[src/design/eiphp_pkg.sv]
// ----------------------------------------------------------------------------
// eiphp_pkg
// Shared types, protocol constants and ones'-complement helpers for the
// Ethernet / IPv4 header parser.
// ----------------------------------------------------------------------------
package eiphp_pkg;

    typedef logic [16:0] pos_t;

    typedef struct packed {
        logic [1:0]  frame_kind;
        logic [7:0]  ip_protocol;
        logic [5:0]  ip_header_bytes;
        logic        ip_checksum_ok;
        logic [15:0] source_port;
        logic [15:0] dest_port;
        logic [7:0]  tcp_flags;
        logic [31:0] sequence_number;
        logic [31:0] ack_number;
        logic [15:0] window_size;
        logic        tcp_checksum_ok;
        logic [15:0] type_code;
    } eiphp_result_t;

    localparam logic [15:0] ETH_ARP    = 16'h0806;
    localparam logic [15:0] ETH_IPV4   = 16'h0800;
    localparam logic [7:0]  PROTO_ICMP = 8'h01;
    localparam logic [7:0]  PROTO_TCP  = 8'h06;
    localparam logic [7:0]  PROTO_UDP  = 8'h11;
    localparam logic [3:0]  IHL_MASK   = 4'hF;

    localparam logic [1:0] KIND_ARP     = 2'd0;
    localparam logic [1:0] KIND_IPV4    = 2'd1;
    localparam logic [1:0] KIND_UNKNOWN = 2'd2;

    // frame byte positions
    localparam pos_t OFS_TYPE_LO   = 17'd13;
    localparam pos_t OFS_IP_START  = 17'd14;
    localparam pos_t OFS_TOTLEN_HI = 17'd16;
    localparam pos_t OFS_TOTLEN_LO = 17'd17;
    localparam pos_t OFS_ARP_OP_HI = 17'd20;
    localparam pos_t OFS_ARP_OP_LO = 17'd21;
    localparam pos_t OFS_PROTO     = 17'd23;
    localparam pos_t OFS_ADDR_FIRST = 17'd26;
    localparam pos_t OFS_ADDR_LAST  = 17'd33;

    // segment byte positions
    localparam pos_t SEG_PORTS_END = 17'd3;
    localparam pos_t SEG_SEQ_END   = 17'd7;
    localparam pos_t SEG_ACK_END   = 17'd11;
    localparam pos_t SEG_FLAGS     = 17'd13;
    localparam pos_t SEG_WIN_HI    = 17'd14;
    localparam pos_t SEG_WIN_LO    = 17'd15;

    localparam logic [5:0] MIN_IP_HDR_BYTES = 6'd20;
    localparam logic [15:0] SUM_ALL_ONES    = 16'hFFFF;

    function automatic logic [15:0] fold_add(input logic [15:0] s, input logic [15:0] v);
        logic [16:0] t;
        t = {1'b0, s} + {1'b0, v};
        return t[15:0] + {15'b0, t[16]};
    endfunction

    // pos 0 is the most significant byte
    function automatic logic [31:0] put_byte(input logic [31:0] word, input logic [1:0] pos,
                                             input logic [7:0] b);
        logic [31:0] r;
        r = word;
        case (pos)
            2'd0:    r[31:24] = b;
            2'd1:    r[23:16] = b;
            2'd2:    r[15:8]  = b;
            default: r[7:0]   = b;
        endcase
        return r;
    endfunction

endpackage

[src/design/eiphp_if.sv]
// ----------------------------------------------------------------------------
// eiphp_if
// Valid/ready channels of the parser: frame bytes in, frame summaries out.
// ----------------------------------------------------------------------------
interface eiphp_byte_if ();
    logic       valid;
    logic       ready;
    logic [7:0] data_byte;
    logic       last_byte;

    modport source (output valid, output data_byte, output last_byte, input ready);
    modport sink   (input valid, input data_byte, input last_byte, output ready);
endinterface

interface eiphp_summary_if import eiphp_pkg::*; ();
    logic          valid;
    logic          ready;
    eiphp_result_t res;

    modport source (output valid, output res, input ready);
    modport sink   (input valid, input res, output ready);
endinterface

[src/design/eiphp_core.sv]
// ----------------------------------------------------------------------------
// eiphp_core
// Per-frame parse state: byte offset, header fields and running checksums,
// updated once per byte; builds the frame summary on the last byte.
// ----------------------------------------------------------------------------
module eiphp_core
    import eiphp_pkg::*;
#(
    parameter int MAX_FRAME_BYTES = 2048
)
(
    input  logic          clk,
    input  logic          rst_n,
    input  logic          step,
    input  logic [7:0]    data_byte,
    input  logic          last_byte,
    output eiphp_result_t result
);

    localparam int OFF_W = $clog2(MAX_FRAME_BYTES + 1);

    logic [OFF_W-1:0] offset_reg, offset_next;
    logic [15:0]      ether_type_reg, ether_type_next;
    logic [3:0]       header_words_reg, header_words_next;
    logic [15:0]      total_length_reg, total_length_next;
    logic [15:0]      ip_sum_reg, ip_sum_next;
    logic [15:0]      seg_sum_reg, seg_sum_next;
    logic [7:0]       held_reg, held_next;
    logic [7:0]       protocol_reg, protocol_next;
    logic [31:0]      ports_reg, ports_next;
    logic [31:0]      seq_reg, seq_next;
    logic [31:0]      ack_reg, ack_next;
    logic [23:0]      flags_window_reg, flags_window_next;
    logic [15:0]      arp_op_reg, arp_op_next;

    logic        taken;
    logic        is_arp;
    logic        is_ip;
    logic        past_mac;
    pos_t        o17;
    pos_t        seg_base;
    pos_t        s;
    logic        in_seg;
    logic [15:0] word;
    logic [3:0]  hw_eff;
    logic [5:0]  hb;
    logic [15:0] tl_eff;
    logic [15:0] len;

    // byte update
    always_comb
    begin
        offset_next       = offset_reg;
        ether_type_next   = ether_type_reg;
        header_words_next = header_words_reg;
        total_length_next = total_length_reg;
        ip_sum_next       = ip_sum_reg;
        seg_sum_next      = seg_sum_reg;
        held_next         = held_reg;
        protocol_next     = protocol_reg;
        ports_next        = ports_reg;
        seq_next          = seq_reg;
        ack_next          = ack_reg;
        flags_window_next = flags_window_reg;
        arp_op_next       = arp_op_reg;

        o17      = pos_t'(offset_reg);
        taken    = offset_reg < OFF_W'(MAX_FRAME_BYTES);
        word     = offset_reg[0] ? {8'h00, data_byte} : {data_byte, 8'h00};
        is_arp   = ether_type_reg == ETH_ARP;
        is_ip    = ether_type_reg == ETH_IPV4;
        past_mac = o17 >= OFS_IP_START;

        hw_eff = (is_ip && o17 == OFS_IP_START) ? (data_byte[3:0] & IHL_MASK)
                                                : header_words_reg;
        hb     = {hw_eff, 2'b00};

        tl_eff = total_length_reg;
        if (is_ip && o17 == OFS_TOTLEN_HI)
        begin
            tl_eff = {data_byte, 8'h00};
        end
        else if (is_ip && o17 == OFS_TOTLEN_LO)
        begin
            tl_eff = {total_length_reg[15:8], data_byte};
        end

        seg_base = OFS_IP_START + pos_t'(hb);
        in_seg   = o17 >= seg_base;
        s        = o17 - seg_base;
        len      = tl_eff - {10'b0, hb};

        if (step && taken)
        begin
            offset_next = offset_reg + OFF_W'(1);
            held_next   = data_byte;

            if (o17 == OFS_TYPE_LO)
            begin
                ether_type_next = {held_reg, data_byte};
            end

            if (past_mac && is_arp)
            begin
                if (o17 == OFS_ARP_OP_HI)
                begin
                    arp_op_next = {data_byte, 8'h00};
                end
                if (o17 == OFS_ARP_OP_LO)
                begin
                    arp_op_next = {arp_op_reg[15:8], data_byte};
                end
            end

            if (past_mac && is_ip)
            begin
                header_words_next = hw_eff;
                total_length_next = tl_eff;

                if ((o17 - OFS_IP_START) < pos_t'(hb))
                begin
                    ip_sum_next = fold_add(ip_sum_reg, word);
                end

                if (o17 == OFS_PROTO)
                begin
                    protocol_next = data_byte;
                end

                // pseudo-header addresses, or segment bytes inside the length
                if ((o17 >= OFS_ADDR_FIRST && o17 <= OFS_ADDR_LAST) ||
                    (in_seg && hb >= MIN_IP_HDR_BYTES && s < {1'b0, len}))
                begin
                    seg_sum_next = fold_add(seg_sum_reg, word);
                end

                if (in_seg)
                begin
                    if (s <= SEG_PORTS_END)
                    begin
                        ports_next = put_byte(ports_reg, s[1:0], data_byte);
                    end
                    else if (s <= SEG_SEQ_END)
                    begin
                        seq_next = put_byte(seq_reg, s[1:0], data_byte);
                    end
                    else if (s <= SEG_ACK_END)
                    begin
                        ack_next = put_byte(ack_reg, s[1:0], data_byte);
                    end
                    else if (s == SEG_FLAGS)
                    begin
                        flags_window_next[23:16] = data_byte;
                    end
                    else if (s == SEG_WIN_HI)
                    begin
                        flags_window_next[15:8] = data_byte;
                    end
                    else if (s == SEG_WIN_LO)
                    begin
                        flags_window_next[7:0] = data_byte;
                    end
                end
            end
        end
    end

    // frame summary from the updated state
    logic        r_ip4;
    logic        r_tcp;
    logic        r_udp;
    logic [7:0]  r_proto;
    logic [5:0]  r_hb;
    logic [15:0] r_len;
    logic [15:0] r_fin;
    pos_t        r_n;

    always_comb
    begin
        r_n     = pos_t'(offset_next);
        r_ip4   = ether_type_next == ETH_IPV4;
        r_hb    = {header_words_next, 2'b00};
        r_len   = total_length_next - {10'b0, r_hb};
        r_proto = r_ip4 ? protocol_next : 8'h00;
        r_tcp   = r_ip4 && r_proto == PROTO_TCP;
        r_udp   = r_ip4 && r_proto == PROTO_UDP;
        r_fin   = fold_add(fold_add(seg_sum_next, {8'h00, PROTO_TCP}), r_len);

        if (ether_type_next == ETH_ARP)
        begin
            result.frame_kind = KIND_ARP;
        end
        else if (r_ip4)
        begin
            result.frame_kind = KIND_IPV4;
        end
        else
        begin
            result.frame_kind = KIND_UNKNOWN;
        end

        result.ip_protocol     = r_proto;
        result.ip_header_bytes = r_ip4 ? r_hb : 6'd0;
        result.ip_checksum_ok  = r_ip4 && (r_n >= OFS_IP_START + pos_t'(r_hb)) &&
                                 ip_sum_next == SUM_ALL_ONES;
        result.source_port     = (r_tcp || r_udp) ? ports_next[31:16] : 16'h0000;
        result.dest_port       = (r_tcp || r_udp) ? ports_next[15:0] : 16'h0000;
        result.tcp_flags       = r_tcp ? flags_window_next[23:16] : 8'h00;
        result.sequence_number = r_tcp ? seq_next : 32'h0;
        result.ack_number      = r_tcp ? ack_next : 32'h0;
        result.window_size     = r_tcp ? flags_window_next[15:0] : 16'h0000;
        result.tcp_checksum_ok = r_tcp && r_hb >= MIN_IP_HDR_BYTES &&
                                 (r_n >= OFS_IP_START + pos_t'(r_hb) + pos_t'(r_len)) &&
                                 r_fin == SUM_ALL_ONES;

        if (ether_type_next == ETH_ARP)
        begin
            result.type_code = arp_op_next;
        end
        else if (r_ip4 && r_proto == PROTO_ICMP)
        begin
            result.type_code = {8'h00, ports_next[31:24]};
        end
        else
        begin
            result.type_code = 16'h0000;
        end
    end

    always_ff @(posedge clk or negedge rst_n)
    begin
        if (!rst_n)
        begin
            offset_reg       <= '0;
            ether_type_reg   <= '0;
            header_words_reg <= '0;
            total_length_reg <= '0;
            ip_sum_reg       <= '0;
            seg_sum_reg      <= '0;
            held_reg         <= '0;
            protocol_reg     <= '0;
            ports_reg        <= '0;
            seq_reg          <= '0;
            ack_reg          <= '0;
            flags_window_reg <= '0;
            arp_op_reg       <= '0;
        end
        else if (step && last_byte)
        begin
            // frame done, start clean
            offset_reg       <= '0;
            ether_type_reg   <= '0;
            header_words_reg <= '0;
            total_length_reg <= '0;
            ip_sum_reg       <= '0;
            seg_sum_reg      <= '0;
            held_reg         <= '0;
            protocol_reg     <= '0;
            ports_reg        <= '0;
            seq_reg          <= '0;
            ack_reg          <= '0;
            flags_window_reg <= '0;
            arp_op_reg       <= '0;
        end
        else
        begin
            offset_reg       <= offset_next;
            ether_type_reg   <= ether_type_next;
            header_words_reg <= header_words_next;
            total_length_reg <= total_length_next;
            ip_sum_reg       <= ip_sum_next;
            seg_sum_reg      <= seg_sum_next;
            held_reg         <= held_next;
            protocol_reg     <= protocol_next;
            ports_reg        <= ports_next;
            seq_reg          <= seq_next;
            ack_reg          <= ack_next;
            flags_window_reg <= flags_window_next;
            arp_op_reg       <= arp_op_next;
        end
    end

endmodule

[src/design/ethernet_ipv4_header_parser_unit.sv]
// ----------------------------------------------------------------------------
// ethernet_ipv4_header_parser_unit
// Byte-stream Ethernet / IPv4 / TCP / UDP / ICMP / ARP header parser with
// IPv4 header and TCP checksum checks.
//
// frame:   valid/ready sink, one frame byte per transfer starting at the first
//          destination MAC byte; last_byte marks the final byte of a frame.
// summary: valid/ready source, one summary transfer per frame, issued for the
//          transfer that carried last_byte; other bytes produce nothing.
// Throughput is one byte per cycle while no last byte waits on the summary;
//          the per-byte state update is a single pass of logic from the
//          input register into the parse state and the output register.
// A stalled summary holds in the output register; bytes of the next frame
//          keep flowing until that frame's last byte reaches the input
//          register, which then waits for the summary to be taken.
// Bytes beyond MAX_FRAME_BYTES in a frame are ignored except for the mark.
// Reset clears all parse state and empties both registers.
// ----------------------------------------------------------------------------
module ethernet_ipv4_header_parser_unit
    import eiphp_pkg::*;
#(
    parameter int MAX_FRAME_BYTES = 2048
)
(
    input  logic              clk,
    input  logic              rst_n,
    eiphp_byte_if.sink        frame,
    eiphp_summary_if.source   summary
);

    logic          in_valid_reg;
    logic [7:0]    in_byte_reg;
    logic          in_last_reg;
    logic          out_valid_reg;
    eiphp_result_t out_res_reg;
    eiphp_result_t core_result;
    logic          step;

    assign step        = in_valid_reg && (!in_last_reg || !out_valid_reg || summary.ready);
    assign frame.ready = !in_valid_reg || step;

    assign summary.valid = out_valid_reg;
    assign summary.res   = out_res_reg;

    eiphp_core #(
        .MAX_FRAME_BYTES (MAX_FRAME_BYTES)
    ) u_core (
        .clk       (clk),
        .rst_n     (rst_n),
        .step      (step),
        .data_byte (in_byte_reg),
        .last_byte (in_last_reg),
        .result    (core_result)
    );

    always_ff @(posedge clk or negedge rst_n)
    begin
        if (!rst_n)
        begin
            in_valid_reg  <= 1'b0;
            out_valid_reg <= 1'b0;
        end
        else
        begin
            if (frame.valid && frame.ready)
            begin
                in_valid_reg <= 1'b1;
            end
            else if (step)
            begin
                in_valid_reg <= 1'b0;
            end

            if (step && in_last_reg)
            begin
                out_valid_reg <= 1'b1;
            end
            else if (summary.ready)
            begin
                out_valid_reg <= 1'b0;
            end
        end
    end

    // payload
    always_ff @(posedge clk)
    begin
        if (frame.valid && frame.ready)
        begin
            in_byte_reg <= frame.data_byte;
            in_last_reg <= frame.last_byte;
        end
        if (step && in_last_reg)
        begin
            out_res_reg <= core_result;
        end
    end

endmodule

[src/flat_wrapper.sv]
// flat-port wrapper written by rule: the top's interface ports become plain ports
module ethernet_ipv4_header_parser_unit_flat import eiphp_pkg::*;
#(
    parameter int MAX_FRAME_BYTES = 2048
)
  (clk, rst_n, frame_valid, frame_data_byte, frame_last_byte, frame_ready, summary_valid, summary_res, summary_ready);
  eiphp_byte_if frame_i ();
  eiphp_summary_if summary_i ();
  input  logic clk;
  input  logic rst_n;
  input wire logic [$bits(frame_i.valid)-1:0] frame_valid;
  input wire logic [$bits(frame_i.data_byte)-1:0] frame_data_byte;
  input wire logic [$bits(frame_i.last_byte)-1:0] frame_last_byte;
  output wire logic [$bits(frame_i.ready)-1:0] frame_ready;
  output wire logic [$bits(summary_i.valid)-1:0] summary_valid;
  output wire logic [$bits(summary_i.res)-1:0] summary_res;
  input wire logic [$bits(summary_i.ready)-1:0] summary_ready;
  assign frame_i.valid = frame_valid;
  assign frame_i.data_byte = frame_data_byte;
  assign frame_i.last_byte = frame_last_byte;
  assign frame_ready = frame_i.ready;
  assign summary_valid = summary_i.valid;
  assign summary_res = summary_i.res;
  assign summary_i.ready = summary_ready;
  ethernet_ipv4_header_parser_unit #(.MAX_FRAME_BYTES(MAX_FRAME_BYTES)) u_core (.clk(clk), .rst_n(rst_n), .frame(frame_i), .summary(summary_i));
endmodule
[config.mk]
export PLATFORM = sky130hd
export DESIGN_NAME = ethernet_ipv4_header_parser_unit_flat
export DESIGN_NICKNAME = d
export VERILOG_FILES = /design/src/design/eiphp_pkg.sv /design/src/design/eiphp_if.sv /design/src/design/eiphp_core.sv /design/src/design/ethernet_ipv4_header_parser_unit.sv /design/src/flat_wrapper.sv
export SDC_FILE = /design/constraint.sdc
export NUM_CORES = 1
export LEC_CHECK = 0
export BUFFER_PORTS_ARGS = -buffer_cell sky130_fd_sc_hd__buf_2
export CELL_PAD_IN_SITES_DETAIL_PLACEMENT = 1
export CELL_PAD_IN_SITES_GLOBAL_PLACEMENT = 2
export CORE_AREA = 5 5 245 247
export DETAILED_ROUTE_END_ITERATION = 7
export DIE_AREA = 0 0 250 252
export PLACE_DENSITY_LB_ADDON = 0.1
export REMOVE_ABC_BUFFERS = 1
export SLEW_MARGIN = 20
export SYNTH_ARGS = -nofsm -noshare
export SYNTH_HDL_FRONTEND = slang
export SYNTH_SLANG_ARGS = --single-unit
[constraint.sdc]
create_clock -name clk -period 12.9 [get_ports clk]
set_input_delay 2.58 -clock clk [delete_from_list [all_inputs] [get_ports clk]]
set_output_delay 2.58 -clock clk [all_outputs]
set_load 0.01 [all_outputs]
==> results_dict.tcl, run 1 <==
set metrics [dict create \
    arrival_ns 12.50 \
    die_h_um 252 \
    ir_drop_uv 95.9 \
    synth.mux.area_fraction_pct 9.42 \
    drt-pass1-iter-count 5 \
    dpl_worst_slack_ns 0.411 \
    tritoncts.num_buffers 46 \
    finalCritPeriodShare_pct 93.4 \
    core_mm2 0.0574 \
    cellPowerDensity_mw_per_mm2 121 \
    fp-row-count 88 \
    ys_seq_area_share_pct 46.9 \
    post-place-cells 3117 \
    drc 0 \
    timing.rr.start "u_core.u_core.offset_reg[8]" \
    layout_setup_ws_ns 0.858 \
    track_usage_pct 22.7 \
    antenna_found_initial 2 \
    final_util_pct 45.6 \
    syn2layout_area_growth_pct 14.6 \
    cts-htree-levels 2 \
    drtIter0Drc 993 \
    die_w_um 250 \
    gp_congestion 0.920 \
    critPathMostFrequentCell "a21o_1" \
    grt_pass1_wl_um 113000 \
    crit_path_end_kind "register" \
    slew_viol_final 0 \
    synth-simple-area-share_pct 18.0 \
    grt_pass1_vias 18900 \
    wirelength_um 73200 \
    start_kind "register" \
    dp_hpwl_um 52900 \
    fmax_mhz 83.0 \
    ys_ff_latch 395 \
    fin_tns_setup_ns 0 \
    cts_tree "done" \
    crit_fanout 10 \
    synth_compound_area_share_pct 9.13 \
    cap_violations 0 \
    antenna_left 0 \
    synth_top_family_by_area "simple AND/OR/NAND/NOR gates" \
    layout_commonest_cell "nor2_1" \
    antenna_cells 0 \
    viasPerCell 5.52 \
    grt_max_degree 154 \
    final_hold_viol_count 0 \
    clock_latency_ns 0.58 \
    routedWlPerCell_um 22.8 \
    reg2reg_slack_ns 0.86 \
    tightestPinTransition_ns 1.10 \
    synth_area_mm2 0.0228 \
    fillers 6411 \
    synthXorXnorAreaFrac_pct 6.49 \
    vias 17700 \
    synth_cell_types 92 \
    path_class "register to register" \
    yosysWarnings 0 \
    initial_utilization_pct 39.8 \
    outcome "finished, final reports clean" \
    drive_above_1_share_pct 13.7 \
    synth_fa_ha_area_share_pct 7.04 \
    syn-instance-count 2261 \
    cp_data_required_time_ns 13.36 \
    die-area_mm2 0.0630 \
    syn_avg_cell_area_um2 10.1 \
    max_stage_delay_ns 0.59 \
    crit_family "simple AND/OR/NAND/NOR gates" \
    finalNonFillerCells 3209 \
    min_from "u_core.u_core.seq_reg[0]" \
    setup_viol 0 \
    fin_hold_ws_ns 0.513 \
    cts_buffer_depth 3 \
    maxSlewHeadroom_pct 26.4 \
    p_leak_nw 11.7 \
    port-buffer-count 166 \
    synth_edf_count 161 \
    largest_reg_flops 152 \
    fin_nets 2543 \
    async_flop_share_pct 59.2 \
    clock_skew_ns 0.0218 \
    hold_class "register to register" \
    cts_root_buffer "clkbuf_16" \
    clk_pin_slew_ns 0.06 \
    io_pins 169 \
    cp_slowest_cell "or4_4" \
    critPathBufInv 2 \
    cts.sinks 395 \
    synth_ff_type "dfrtp_1" \
    fin_crit_ns 12.04 \
    gr-total-overflow 0 \
    crit_start "u_core.u_core.offset_reg[8]" \
    layout_common_cells "434 x nor2_1, 233 x dfrtp_1, 199 x mux2i_1" \
]
## final cells by class
type                    instances  area [um^2]  area share (%)
repair buffers                217         1240            4.76
inverters                      59          229           0.876
clock inverters                31          294            1.12
clock buffers                  55         1220            4.69
flip-flops and latches        395        10700            40.9
well taps                     765          957            3.66
multi-input cells            1687        11500            44.0
## metrics by stage
step / power (mW) / instance area [um^2]
floorplan: 1.69 / 22300
global placement: 1.88 / 24500
detailed placement: 1.89 / 24500
CTS: 3.21 / 26000
global route: 3.31 / 26100
finish: 3.17 / 26100
## routing by layer
| metal | GRT usage [%] | wire [um] | vias to the layer above |
|---|---|---|---|
| met5 | 0 | 27 | - |
| met4 | 6.47 | 2080 | 4 |
| met3 | 3.83 | 3220 | 111 |
| met2 | 37.7 | 34300 | 325 |
| met1 | 30.8 | 33600 | 8990 |
| li1 | - | - | 8288 |
## synthesized netlist by cell type (5+ instances only)
| cell | n | area share, % |
|---|---|---|
| nor4b_1 | 10 | 0.38 |
| or2_2 | 6 | 0.16 |
| nor2b_1 | 33 | 0.90 |
| a211oi_1 | 24 | 0.79 |
| o41ai_1 | 6 | 0.23 |
| a31oi_1 | 13 | 0.36 |
| o21ai_0 | 49 | 1.1 |
| nor2_1 | 434 | 7.1 |
| o32ai_1 | 9 | 0.35 |
| nand2_1 | 108 | 1.8 |
| a21oi_1 | 94 | 2.1 |
| o211ai_1 | 6 | 0.20 |
| buf_1 | 6 | 0.099 |
| xor2_1 | 65 | 2.5 |
| ha_1 | 118 | 6.5 |
| nor3b_1 | 7 | 0.23 |
| buf_2 | 7 | 0.15 |
| a2111oi_0 | 6 | 0.23 |
| nand4_1 | 31 | 0.85 |
| a21o_1 | 29 | 0.95 |
| edfxtp_1 | 161 | 21 |
| o21a_1 | 7 | 0.23 |
| nor3_1 | 42 | 0.92 |
| mux2_2 | 11 | 0.54 |
| mux2i_1 | 200 | 8.8 |
| fa_1 | 6 | 0.53 |
| o31ai_1 | 7 | 0.23 |
| xnor2_1 | 99 | 3.8 |
| o21ai_1 | 7 | 0.15 |
| and2_1 | 34 | 0.93 |
| and3_1 | 23 | 0.63 |
| a211o_1 | 5 | 0.19 |
| nor4_1 | 22 | 0.60 |
| or4_1 | 7 | 0.23 |
| or3_1 | 16 | 0.44 |
| dfrtp_1 | 234 | 26 |
| o21bai_1 | 8 | 0.26 |
| nand3_1 | 45 | 0.99 |
| nand3b_1 | 12 | 0.39 |
| clkbuf_1 | 104 | 1.7 |
| inv_1 | 58 | 0.95 |
| nand2b_1 | 12 | 0.33 |
## worst register-to-register path, delay by kind of cell (launching register included)
| kind | cells | cell delay (ns) |
|---|---|---|
| and+or+nand+nor | 19 | 5.15 |
| xor gates and xnor gates | 3 | 0.47 |
| AOI/OAI and AO/OA | 20 | 3.91 |
| muxes | 1 | 0.40 |
| buffers and inverters | 2 | 0.24 |
| adders and majority gates | 5 | 1.27 |
| DFF | 1 | 0.50 |
## path summary, 6_finish.rpt
path | end | cells after the start
min reg2reg | u_core.u_core.seq_reg[0] | 2
max in group asynchronous | u_core.u_core.seq_reg[29] | 2
max reg2reg | u_core.summary.res[16] | 50
max | u_core.summary.res[16] | 50
min | u_core.u_core.seq_reg[0] | 2
min in group asynchronous | u_core.u_core.header_words_reg[1] | 1
## cells by family after synthesis
group	after synthesis
and+or+nand+nor	866
DFF	395
xor gates and xnor gates	166
AOI/OAI and AO/OA	316
other	1
buffers and inverters	180
adders and majority gates	125
muxes	212
## power by group
group	internal, mW	switching [mW]
clock	0.746	0.558
sequential	1.33	0.0308
combinational	0.164	0.342
## timing repair
item / 4_1_cts / 5_1_grt
endpoints found under the setup margin: 0 / 1
gates resized for setup: 0 / 10
hold buffers: 0 / 0
setup buffers: 0 / 5
No activity file was read; power rests on OpenSTA's default activity.
==> run 2, diff against run 1 <==
- CORE_AREA: 5 5 245 247 -> 5 5 258 260
- DIE_AREA: 0 0 250 252 -> 0 0 263 265
- GPL_ROUTABILITY_DRIVEN: unset -> 0
- clock period: 12.9 -> 9.8 ns (I/O delays scaled with it)
==> results_dict.tcl, run 2 (synthesis gave the netlist of run 1 again) <==
set metrics [dict create \
    vias 18700 \
    drtIter0Drc 1028 \
    die-area_mm2 0.0697 \
    timing.rr.start "u_core.u_core.offset_reg[6]" \
    cts_tree "done" \
    tritoncts.num_buffers 46 \
    cp_slowest_cell "or4_4" \
    tightestPinTransition_ns 1.12 \
    layout_setup_ws_ns -0.972 \
    arrival_ns 11.21 \
    finalCritPeriodShare_pct 110 \
    grt_pass1_wl_um 120000 \
    grt_max_degree 150 \
    reg2reg_slack_ns -0.97 \
    cap_violations 0 \
    violations "setup timing" \
    cts-htree-levels 2 \
    die_h_um 265 \
    initial_utilization_pct 35.7 \
    rr_endpoint "u_core.summary.res[16]" \
    cellPowerDensity_mw_per_mm2 151 \
    fin_hold_ws_ns 0.515 \
    max_stage_delay_ns 0.59 \
    drt-pass1-iter-count 5 \
    cts_buffer_depth 3 \
    largest_reg_flops 152 \
    gr-total-overflow 0 \
    port-buffer-count 166 \
    dp_hpwl_um 58000 \
    stdcell_area_mm2 0.0285 \
    whs_endpoint "u_core.u_core.arp_op_reg[10]" \
    die_w_um 263 \
    p_leak_nw 13.0 \
    cts_root_buffer "clkbuf_16" \
    maxSlewHeadroom_pct 24.9 \
    fin_crit_ns 10.77 \
    layout_commonest_cell "nor2_1" \
    core_mm2 0.0639 \
    clock_latency_ns 0.60 \
    routedWlPerCell_um 21.9 \
    drive_above_1_share_pct 23.1 \
    start_kind "register" \
    slew_viol_final 0 \
    io_pins 169 \
    hold_class "register to register" \
    crit_path_end_kind "register" \
    cts.sinks 395 \
    min_from "u_core.u_core.arp_op_reg[10]" \
    antenna_found_initial 2 \
    wirelength_um 78100 \
    ff2ff_path_depth 50 \
    crit_fanout 4 \
    rsz0062_at_grt "true" \
    antenna_left 0 \
    drc 0 \
    total_power_mw 4.30 \
    final_hold_viol_count 0 \
    critPathMostFrequentCell "a21o_1" \
    syn2layout_area_growth_pct 24.8 \
    layout_common_cells "429 x nor2_1, 308 x buf_4, 234 x dfrtp_1" \
    cp_data_required_time_ns 10.23 \
    fp-row-count 93 \
    ir_drop_uv 166 \
    fin_nets 2808 \
    path_class "register to register" \
    post-place-cells 3469 \
    placed_area_mm2 0.0267 \
    fmax_mhz 92.8 \
    track_usage_pct 21.8 \
    setup_viol 1 \
    clock_skew_ns 0.0457 \
    viasPerCell 5.24 \
    whs_path_depth 2 \
    cts_hold_buf 0 \
    grt_pass1_vias 20100 \
    finalNonFillerCells 3565 \
    outcome "complete, but fails checks" \
    clk_pin_slew_ns 0.06 \
]
run 2: per-stage QoR:
| step | utilization (%) | setup TNS (ns) | setup WS [ns] |
|---|---|---|---|
| after floorplan | - | -2.03 | -2.03 |
| after global placement | 41.7 | -1.15 | -1.15 |
| after detailed placement | 41.7 | -1.48 | -1.48 |
| after CTS | 44.4 | -0.933 | -0.933 |
| after global routing | 44.6 | -1.49 | -1.49 |
| final | 44.6 | -0.972 | -0.972 |
run 2: final cells by class:
cell class / instances / area [um^2]
diodes: 1 / 2.50
clock buffers: 62 / 1270
clock inverters: 24 / 226
fillers: 7205 / 35400
inverters: 59 / 229
multi-input cells: 1687 / 11700
flip-flops and latches: 395 / 10700
well taps: 855 / 1070
repair buffers: 482 / 3310
run 2: worst max path at each step:
stage,startpoint,end,slack [ns]
floorplan,u_core.u_core.offset_reg[9],u_core.summary.res[16],-2.03
global placement,u_core.u_core.offset_reg[6],u_core.summary.res[16],-1.15
detailed placement,u_core.u_core.ether_type_reg[3],u_core.summary.res[16],-1.48
CTS,u_core.u_core.offset_reg[6],u_core.summary.res[16],-0.93
global route,u_core.u_core.offset_reg[6],u_core.summary.res[16],-1.49
finish,u_core.u_core.offset_reg[6],u_core.summary.res[16],-0.97
run 2: routing by layer:
metal,vias to the layer above,track usage [%],share of wire [%]
met2,279,36.7,48
met5,-,0,0.035
li1,8815,-,-
met3,105,3.47,3.7
met1,9484,29.4,46
met4,4,6.07,2.7
run 2: power breakdown:
group          switching (mW)  leakage, nW  internal, mW
Clock                   0.725        0.733         0.974
Combinational           0.504         7.40         0.318
Sequential             0.0190         4.91          1.76
Total                    1.25         13.0          3.05
run 2: worst max-delay path: cells and delay by family, from the launching register on:
kind                     cells  cell delay [ns]
flip-flops                   1             0.37
multiplexers                 1             0.32
AO/OA/AOI/OAI               18             3.17
XOR/XNOR                     3             0.34
buffers and inverters        4             0.42
AND/OR/NAND/NOR             19             4.78
adder cells (fa/ha/maj)      5             1.23
run 2: repair_timing:
action                     CTS  global route
setup buffers                6             2
gates resized for setup     37            15
pin swaps                   19            17
setup endpoints to repair    1             1
==> run 3, diff against run 2 <==
- CELL_PAD_IN_SITES_DETAIL_PLACEMENT: 1 -> unset
- CELL_PAD_IN_SITES_GLOBAL_PLACEMENT: 2 -> unset
- CORE_AREA: 5 5 258 260 -> 5 5 245 247
- DIE_AREA: 0 0 263 265 -> 0 0 250 252
- MAX_ROUTING_LAYER: unset -> met4
- PLACE_DENSITY_LB_ADDON: 0.1 -> unset
==> results_dict.tcl, run 3 (synthesis gave the netlist of run 1 again) <==
set metrics [dict create \
    grt_pass1_vias 18300 \
    final_util_pct 48.3 \
    cellPowerDensity_mw_per_mm2 151 \
    antenna_found_initial 0 \
    drtIter0Drc 1391 \
    fin_crit_ns 10.63 \
    crit_fanout 4 \
    drive_above_1_share_pct 21.0 \
    clock_skew_ns 0.0171 \
    dr_wl_met3_um 2890 \
    met1_length_um 29200 \
    start_kind "register" \
    violations "setup timing" \
    die_w_um 250 \
    seqPwrFrac_pct 42.5 \
    p_int_mw 3.01 \
    cts-htree-levels 2 \
    largest_reg_flops 152 \
    dp_hpwl_um 46600 \
    track_usage_pct 20.6 \
    dpl_worst_slack_ns -1.23 \
    cp_data_required_time_ns 10.24 \
    grt_max_degree 160 \
    clk_pin_slew_ns 0.06 \
    total_power_mw 4.17 \
    wirelength_um 65000 \
    viasPerCell 5.35 \
    maxSlewHeadroom_pct 25.5 \
    arrival_ns 11.07 \
    die-area_mm2 0.0630 \
    grt_pass1_wl_um 103000 \
    layout_commonest_cell "nor2_1" \
    routed.top_layer "met4" \
    vias 18200 \
    tritoncts.num_buffers 44 \
    initial_utilization_pct 39.8 \
    critPathMostFrequentCell "buf_4" \
    syn2layout_area_growth_pct 21.5 \
    timing.rr.start "u_core.u_core.offset_reg[9]" \
    finalCritPeriodShare_pct 109 \
    ir_drop_uv 104 \
    met2_length_um 30900 \
    setup_viol 1 \
    netSwitchingFraction_pct 27.9 \
    antenna_cells 0 \
    io_pins 169 \
    p_comb_share_pct 17.5 \
    routedWlPerCell_um 19.1 \
    crit_path_end_kind "register" \
    crit_start "u_core.u_core.offset_reg[9]" \
    min_from "u_core.u_core.flags_window_reg[23]" \
    fmax_mhz 94.0 \
    cts.sinks 395 \
    path_class "register to register" \
    power_frac_clock_pct 40.0 \
    power.switching_mw 1.17 \
    fp-row-count 88 \
    drt-pass1-iter-count 5 \
    clock_latency_ns 0.57 \
    cp_slowest_cell "or4_4" \
    tightestPinTransition_ns 1.11 \
    layout_setup_ws_ns -0.835 \
    gr-total-overflow 0 \
    critPathBufInv 7 \
    max_stage_delay_ns 0.58 \
    drc 0 \
    hold_class "register to register" \
    antenna_left 0 \
    layout_common_cells "429 x nor2_1, 248 x buf_4, 234 x dfrtp_1" \
    crit_family "simple AND/OR/NAND/NOR gates" \
    core_mm2 0.0574 \
    p_leak_nw 12.7 \
    slew_viol_final 0 \
    die_h_um 252 \
    port-buffer-count 166 \
    cts_buffer_depth 3 \
    outcome "complete, but fails checks" \
    rsz0062_at_grt "true" \
    fin_nets 2742 \
    cap_violations 0 \
    final_hold_viol_count 0 \
    cts_root_buffer "clkbuf_16" \
    cts_tree "done" \
]
[run 3: changes by cell type in the layout (fill, tap and decap cells not counted), moves of 3 or more]
cell,change
buf_12,-3
buf_4,-60
clkbuf_1,-3
clkbuf_8,-5
clkinvlp_4,+4
o21ai_0,+4
o21ai_1,-5
[run 3: worst reg2reg max path, delay by kind of cell (launching register included)]
family / cells / cell delay [ns]
simple gates: 20 / 4.85
compound gates: 15 / 2.46
fa+ha+maj: 5 / 1.27
buf+inv: 7 / 0.94
xor+xnor: 4 / 0.49
flops: 1 / 0.37
mux: 1 / 0.13
[run 3: power by group through the flow]
stage          logic [mW]  registers (mW)  clock network, mW
3_5_place_dp        0.716            1.81                  0
4_1_cts             0.724            1.78               1.71
6_report            0.730            1.78               1.67
2_1_floorplan       0.378            1.85                  0
3_3_place_gp        0.704            1.81                  0
5_1_grt             0.796            1.78               1.78
[run 3: worst paths after layout]
| path | endpoint | slack [ns] | cells after the start |
|---|---|---|---|
| max | u_core.summary.res[16] | -0.83 | 52 |
| min | u_core.u_core.flags_window_reg[23] | 0.52 | 2 |
| max reg2reg | u_core.summary.res[16] | -0.83 | 52 |
| min reg2reg | u_core.u_core.flags_window_reg[23] | 0.52 | 2 |
| max in group asynchronous | u_core.u_core.total_length_reg[7] | 6.89 | 2 |
| min in group asynchronous | u_core.u_core.ack_reg[25] | 1.41 | 1 |
[run 3: per-layer routing]
layer  vias up  track usage [%]
met2       448             33.6
li1       8700                -
met1      8946             27.4
met4         0             6.02
met3       111             2.62
met5         -                -
[run 3: timing repair]
| action | 4_1_cts | 5_1_grt |
|---|---|---|
| pin swaps | 20 | 19 |
| gates resized for setup | 21 | 21 |
| buffers inserted | 6 | 3 |
| setup endpoints to repair | 1 | 1 |
| hold buffers | 0 | 0 |
| cloned | 0 | 0 |
[run 3: layout make-up]
class / count / area [um^2]
Timing Repair Buffer: 418 / 2770
Inverter: 59 / 229
Clock inverter: 26 / 264
Fill cell: 5300 / 29700
Multi-Input combinational cell: 1687 / 11600
Sequential cell: 395 / 10700
Tap cell: 765 / 957
Clock buffer: 54 / 1190
[run 3: per-stage QoR]
step,instance area (um^2),hold slack (ns),TNS (ns),std cells
after floorplan,22300,0.480,-2.03,2141
after CTS,27600,0.519,-0.923,3401
after global routing,27700,0.526,-1.48,3404
after global placement,26000,0.497,-1.11,3315
after detailed placement,26000,0.504,-1.23,3315
final,27700,0.516,-0.835,3404
